$ cat config.mk
export PLATFORM = sky130hd
export DESIGN_NAME = gjp_sequencer
export DESIGN_NICKNAME = d
export VERILOG_FILES = /design/src/rtl/gjp_pkg.sv /design/src/rtl/gjp_sequencer.sv
export SDC_FILE = /design/constraint.sdc
export NUM_CORES = 1
export LEC_CHECK = 0
export ABC_AREA = 1
export CORE_AREA = 2 2 134 136
export DETAILED_ROUTE_END_ITERATION = 10
export DIE_AREA = 0 0 136 138
export DONT_BUFFER_PORTS = 1
export PLACE_DENSITY = 0.67
export SLEW_MARGIN = 20
export SYNTH_ARGS = -nofsm -noshare
export SYNTH_HDL_FRONTEND = slang
export SYNTH_SLANG_ARGS = --single-unit
$ cat constraint.sdc
create_clock -name clock -period 6.7 [get_ports clock]
set_input_delay 1.34 -clock clock [delete_from_list [all_inputs] [get_ports clock]]
set_output_delay 1.34 -clock clock [all_outputs]
set_load 0.005 [all_outputs]
$ cat src/rtl/gjp_pkg.sv
// ---------------------------------------------------------------------------
// Grid jump path counter package
// Fixed field widths, register indexes and the sequencer state type.
// ---------------------------------------------------------------------------
package gjp_pkg;

   localparam int CFG_W     = 7;
   localparam int JUMP_W    = 8;
   localparam int OUT_W     = 32;
   localparam int CSR_IDX_W = 1;

   localparam logic [CSR_IDX_W-1:0] REG_GRID_ROWS = 1'b0;
   localparam logic [CSR_IDX_W-1:0] REG_GRID_COLS = 1'b1;

   typedef enum logic [4:0] {
      ST_CLEAR = 5'b00001,
      ST_IDLE  = 5'b00010,
      ST_OWN   = 5'b00100,
      ST_RIGHT = 5'b01000,
      ST_DOWN  = 5'b10000
   } state_type;

endpackage

$ cat src/rtl/gjp_sequencer.sv
// ---------------------------------------------------------------------------
// Cell sequencer
// Walks the grid in raster order. Each cell reads and clears its own count,
// then adds it into the cells one jump to the right and one jump below.
// ---------------------------------------------------------------------------
module gjp_sequencer
   import gjp_pkg::*;
#(
   parameter int MAX_COLS    = 64,
   parameter int COUNT_WIDTH = 32,
   parameter int ROW_W       = 6,
   parameter int COL_W       = 6,
   parameter int CELLS       = 4096,
   parameter int ADDR_W      = 12
) (
   input  logic                   clock,
   input  logic                   reset,
   input  logic                   restart,
   input  logic [ROW_W:0]         rows_eff,
   input  logic [COL_W:0]         cols_eff,
   input  logic                   out_room,
   input  logic                   req_valid,
   output logic                   req_stall,
   input  logic [JUMP_W-1:0]      req_jump,
   output logic                   res_load,
   output logic [COUNT_WIDTH-1:0] res_count,
   output logic                   mem_wr_en,
   output logic [ADDR_W-1:0]      mem_wr_addr,
   output logic [COUNT_WIDTH-1:0] mem_wr_data,
   output logic                   mem_rd_en,
   output logic [ADDR_W-1:0]      mem_rd_addr,
   input  logic [COUNT_WIDTH-1:0] mem_rd_data
);

   localparam int RT_W = ROW_W + JUMP_W;
   localparam int CT_W = COL_W + JUMP_W;

   state_type                state_ff, state_in;
   logic [ADDR_W-1:0]        clr_addr_ff, clr_addr_in;
   logic [ROW_W-1:0]         row_ff, row_in;
   logic [COL_W-1:0]         col_ff, col_in;
   logic [JUMP_W-1:0]        jump_ff, jump_in;
   logic [ADDR_W-1:0]        own_addr_ff, own_addr_in;
   logic [ADDR_W-1:0]        tgt_addr_ff, tgt_addr_in;
   logic [COUNT_WIDTH-1:0]   cnt_ff, cnt_in;
   logic                     right_ok_ff, right_ok_in;
   logic                     down_ok_ff, down_ok_in;

   logic                     accept;
   logic                     is_last;
   logic                     col_wrap;
   logic [RT_W-1:0]          row_tgt;
   logic [CT_W-1:0]          col_tgt;
   logic [ADDR_W-1:0]        cur_addr;
   logic [ADDR_W-1:0]        right_addr;
   logic [ADDR_W-1:0]        down_addr;
   logic [COUNT_WIDTH-1:0]   own_cnt;
   logic [COUNT_WIDTH:0]     sum;
   logic [COUNT_WIDTH-1:0]   sat_sum;

   assign is_last  = ((ROW_W + 1)'(row_ff) == rows_eff - 1'b1) &&
                     ((COL_W + 1)'(col_ff) == cols_eff - 1'b1);
   assign col_wrap = !(((COL_W + 1)'(col_ff) + 1'b1) < cols_eff);

   // The result register must have room before the last cell is taken.
   assign req_stall = !((state_ff == ST_IDLE) && (!is_last || out_room));
   assign accept    = req_valid && !req_stall;

   assign cur_addr   = ADDR_W'(row_ff) * ADDR_W'(MAX_COLS) + ADDR_W'(col_ff);
   assign right_addr = own_addr_ff + ADDR_W'(jump_ff);
   assign down_addr  = own_addr_ff + ADDR_W'(jump_ff) * ADDR_W'(MAX_COLS);
   assign row_tgt    = RT_W'(row_ff) + RT_W'(jump_ff);
   assign col_tgt    = CT_W'(col_ff) + CT_W'(jump_ff);

   // The start cell always holds one path, whatever its memory entry holds.
   assign own_cnt = (own_addr_ff == '0) ? COUNT_WIDTH'(1) : mem_rd_data;

   assign sum     = {1'b0, mem_rd_data} + {1'b0, cnt_ff};
   assign sat_sum = sum[COUNT_WIDTH] ? '1 : sum[COUNT_WIDTH-1:0];

   always_comb begin
      state_in    = state_ff;
      clr_addr_in = clr_addr_ff;
      row_in      = row_ff;
      col_in      = col_ff;
      jump_in     = jump_ff;
      own_addr_in = own_addr_ff;
      tgt_addr_in = tgt_addr_ff;
      cnt_in      = cnt_ff;
      right_ok_in = right_ok_ff;
      down_ok_in  = down_ok_ff;
      res_load    = 1'b0;
      res_count   = own_cnt;
      mem_wr_en   = 1'b0;
      mem_wr_addr = clr_addr_ff;
      mem_wr_data = '0;
      mem_rd_en   = 1'b0;
      mem_rd_addr = cur_addr;

      unique case (state_ff)
         ST_CLEAR: begin
            mem_wr_en   = 1'b1;
            clr_addr_in = clr_addr_ff + 1'b1;
            if (32'(clr_addr_ff) == CELLS - 1) begin
               state_in = ST_IDLE;
            end
         end
         ST_IDLE: begin
            if (accept) begin
               mem_rd_en   = 1'b1;
               jump_in     = req_jump;
               own_addr_in = cur_addr;
               state_in    = ST_OWN;
            end
         end
         ST_OWN: begin
            // Nothing writes this entry again in this grid, so clear it now.
            mem_wr_en   = 1'b1;
            mem_wr_addr = own_addr_ff;
            mem_rd_en   = 1'b1;
            mem_rd_addr = right_addr;
            tgt_addr_in = right_addr;
            cnt_in      = own_cnt;
            right_ok_in = (jump_ff != '0) && (col_tgt < CT_W'(cols_eff));
            down_ok_in  = (jump_ff != '0) && (row_tgt < RT_W'(rows_eff));
            res_load    = is_last;
            state_in    = ST_RIGHT;
         end
         ST_RIGHT: begin
            mem_wr_en   = right_ok_ff;
            mem_wr_addr = tgt_addr_ff;
            mem_wr_data = sat_sum;
            mem_rd_en   = 1'b1;
            mem_rd_addr = down_addr;
            tgt_addr_in = down_addr;
            state_in    = ST_DOWN;
         end
         ST_DOWN: begin
            mem_wr_en   = down_ok_ff;
            mem_wr_addr = tgt_addr_ff;
            mem_wr_data = sat_sum;
            if (is_last) begin
               row_in = '0;
               col_in = '0;
            end else if (col_wrap) begin
               row_in = row_ff + 1'b1;
               col_in = '0;
            end else begin
               col_in = col_ff + 1'b1;
            end
            state_in = ST_IDLE;
         end
         default: begin
            state_in = ST_CLEAR;
         end
      endcase

      // A register write restarts the grid with a fresh clearing pass.
      if (restart) begin
         state_in    = ST_CLEAR;
         clr_addr_in = '0;
         row_in      = '0;
         col_in      = '0;
      end
   end

   always_ff @(posedge clock) begin
      if (reset) begin
         state_ff    <= ST_CLEAR;
         clr_addr_ff <= '0;
         row_ff      <= '0;
         col_ff      <= '0;
      end else begin
         state_ff    <= state_in;
         clr_addr_ff <= clr_addr_in;
         row_ff      <= row_in;
         col_ff      <= col_in;
      end
   end

   always_ff @(posedge clock) begin
      jump_ff     <= jump_in;
      own_addr_ff <= own_addr_in;
      tgt_addr_ff <= tgt_addr_in;
      cnt_ff      <= cnt_in;
      right_ok_ff <= right_ok_in;
      down_ok_ff  <= down_ok_in;
   end

endmodule

==> impl_metrics.py <==
metrics = {
    "outcome": {
        "status": "finished clean",
    },
    "synthesis": {
        "syn_inst": 1205,
        "yosysUniqueCellTypes": 51,
        "synth_area_per_cell_um2": 7.08,
        "ys_top_cells_by_area": "edfxtp_1 23%, nand2_1 12%, ha_1 12%",
        "synth_seq_area_share": 0.300,
        "ys_warn_count": 0,
        "synth_edf_count": 66,
        "synth.top_cell.area_share": 0.232,
        "ys_ff_latch": 95,
        "syn-num-nets": 1350,
        "synthArstFlopShare": 0,
        "yosys.area.top_type": "edfxtp_1",
        "synth_area_mm2": 0.00853,
        "synth_flop_cell": "edfxtp_1",
    },
    "cts": {
        "ctsResizeCount": 0,
        "cts_max_level": 3,
        "post-cts-setup-buffers": 0,
        "clockBufferDepth": 2,
        "holdBufCountCts": 0,
        "cts_tree": "done",
        "clk_latency_ps": 350,
        "root_buffer": "clkbuf_16",
        "clk_pin_slew_worst_paths_ps": 70,
        "cts_made_buffers": 9,
        "cts.sinks": 95,
    },
    "worst_setup_path": {
        "r2r_cells": 13,
        "slowest_stage": "a21oi_4",
        "cpMostUsedCell": "nand2_4",
        "worst_ep_arrival_time_ps": 3610,
        "rrSetupSlack_ps": 3570,
        "reg2reg_to": "down_ok_ff",
        "cp-end-kind": "output pin",
        "crit_family": "compound AO/OA/AOI/OAI gates",
        "critPathRequiredTime_ps": 5360,
        "critical_path_class": "input port to output pin",
        "timing.rr.start": "jump_ff[1]",
        "crit_chain": "ha_1, fa_1, nand2_1, nand2_1, and2_4, nand3_4, nand2_4, nand2_4, nand2_4, a21oi_4, inv_2, o21ai_0, inv_1",
        "slowest_delay_ps": 500,
        "crit_fanout": 22,
        "critical_path.startpoint": "mem_rd_data[0]",
        "crit_path_start_kind": "input port",
        "cp_num_buf_inv": 2,
    },
    "power_and_ir_drop": {
        "p_int_w": 0.000975,
        "ir_drop_mv": 0.121,
        "seq_power_share": 0.473,
        "switchingPower_w": 0.000345,
        "p_sw_frac": 0.261,
        "pwr-share-comb": 0.122,
        "power.share.clock": 0.405,
        "p_leak_nw": 4.34,
        "cellPowerDensity_mw_per_mm2": 146,
    },
    "drt": {
        "drtAntennaViolNets": 0,
        "viasPerCell": 5.48,
        "wirelength_um": 24100,
        "wl_per_cell_um": 16.8,
        "drc_errors": 0,
        "route.vias.total": 7853,
        "drt_iter0_drc": 411,
        "firstDrtPassIters": 5,
    },
    "sta": {
        "hold_violations": 0,
        "slew_violations": 0,
        "rsz0062_at_grt": "no",
        "tns_ps": 0,
        "fin_crit_ps": 4950,
        "setup_violations": 0,
        "max-slew-margin-rel": 0.408,
        "finalCritPeriodShare": 0.738,
        "fin_ws_ps": 1750,
        "worst_pin_slew_ps": 888,
        "clock_skew_ps": 8.48,
        "fmax_mhz": 202,
    },
    "layout": {
        "nets": 1344,
        "drive_gt1_frac": 0.0482,
        "areaGrowthSynthToFinish_pct": 6.03,
        "fillers": 1771,
        "fin_area_mm2": 0.00905,
        "num_antenna_cells": 0,
    },
    "global_routing": {
        "grt_max_degree": 55,
        "grt_pass1_vias": 7665,
        "grt.overflow.total": 0,
        "grt_first_pass_wirelength_um": 38400,
        "grt_usage": 0.258,
        "antenna_found_initial": 0,
    },
    "worst_hold_path": {
        "hold-path-endpoint": "clr_addr_ff[3]",
        "hold_path_depth": 1,
        "min_from": "clr_addr_ff[3]",
        "hold_class": "flip-flop to flip-flop",
    },
    "floorplanning": {
        "die_h_um": 138,
        "ioPinCount": 151,
        "num_rows": 49,
        "die_w_um": 136,
        "coreArea_mm2": 0.0175,
        "start_util": 0.487,
        "die-area_mm2": 0.0188,
    },
    "placement": {
        "gp_congestion": 0.936,
        "place_ws_ps": 1740,
        "place_area_mm2": 0.00875,
        "dp_hpwl_um": 19000,
        "portBuffers": 0,
    },
    "job": {
        "maxCapViolCount": 0,
    },
}
state kept, by name, summed over array words and instances (netlist names):
name	flops
right_ok_ff	1
state_ff	5
tgt_addr_ff	12
down_ok_ff	1
jump_ff	8
clr_addr_ff	12
cnt_ff	32
col_ff	6
row_ff	6
own_addr_ff	12
metal layers:
layer	share of wire	global-route usage	up-vias
met4	0.035	0.111	0
met2	0.47	0.434	233
li1	-	-	3965
met1	0.43	0.322	3598
met3	0.066	0.0477	57
met5	0	0	-
synthesized netlist by cell type (8+ instances only):
| master | count |
|---|---|
| o21ai_0 | 39 |
| o21bai_1 | 10 |
| inv_2 | 9 |
| xor2_1 | 29 |
| edfxtp_1 | 66 |
| nor2_1 | 130 |
| nor3_1 | 11 |
| xnor2_1 | 14 |
| dfxtp_1 | 29 |
| nand4_1 | 17 |
| clkbuf_1 | 11 |
| a21oi_1 | 99 |
| nand3_1 | 75 |
| ha_1 | 81 |
| inv_1 | 191 |
| nor4_1 | 8 |
| o21ai_1 | 12 |
| a22oi_1 | 12 |
| nand2_1 | 276 |
cell type report:
class / instances / area [um^2] / share of cell area
Clock buffer: 13 / 282 / 0.0311
Clock inverter: 3 / 21.3 / 0.00235
Inverter: 201 / 754 / 0.0834
Multi-Input combinational cell: 889 / 5120 / 0.566
Sequential cell: 95 / 2560 / 0.283
Tap cell: 229 / 287 / 0.0317
Timing Repair Buffer: 3 / 22.5 / 0.00249
worst max path at each step:
stage / to / slack, ps / cells after the start
after floorplan: mem_wr_data[1] / 2410 / 14
after global routing: mem_wr_data[0] / 1580 / 13
after detailed placement: mem_wr_data[0] / 1740 / 13
final: mem_wr_data[0] / 1750 / 13
after CTS: mem_wr_data[0] / 1740 / 13
after global placement: mem_wr_data[0] / 1780 / 13
kinds of logic (layout without fill, tap and decap cells):
| group | count (synthesis) | in the layout | share of synthesized area |
|---|---|---|---|
| fa+ha+maj | 86 | 86 | 0.130 |
| compound gates | 209 | 209 | 0.144 |
| flops | 95 | 95 | 0.300 |
| buf+inv | 221 | 220 | 0.100 |
| xor+xnor | 43 | 43 | 0.0441 |
| simple gates | 551 | 551 | 0.281 |
placed cells by master, fill, tap and decap left out, types with 14 or more instances in the layout:
master / n
dfxtp_1: 29
nand4_1: 17
xnor2_1: 14
nor2_1: 130
nand3_1: 75
o21ai_0: 39
edfxtp_1: 66
ha_1: 81
a21oi_1: 99
inv_1: 191
nand2_1: 276
xor2_1: 29
worst reg2reg max path, stage by stage, from the launching register on:
cell,delay (ps)
edfxtp_1,690
inv_1,210
fa_1,490
o21ai_0,350
xor2_1,180
inv_1,60
ha_1,290
nand2_1,90
inv_1,40
o2111ai_1,70
o211ai_1,110
a21oi_1,150
o21ai_0,80
a21oi_1,170
power by group through the flow:
stage	clock network, W	logic [W]	registers, W
2_1_floorplan	0	0.000126	0.000637
3_3_place_gp	0	0.000157	0.000637
3_5_place_dp	0	0.000158	0.000637
4_1_cts	0.000543	0.000159	0.000624
5_1_grt	0.000562	0.000182	0.000624
6_report	0.000535	0.000161	0.000624
through the flow:
stage / utilization / total power (W) / std cells / hold WS (ps)
final: 0.516 / 0.00132 / 1433 / 492
after global routing: 0.516 / 0.00137 / 1433 / 514
after CTS: 0.516 / 0.00133 / 1433 / 489
after detailed placement: 0.499 / 0.000796 / 1417 / 480
after global placement: 0.499 / 0.000795 / 1417 / 469
after floorplan: - / 0.000763 / 1205 / 431
(Power assumes the default switching activity.)
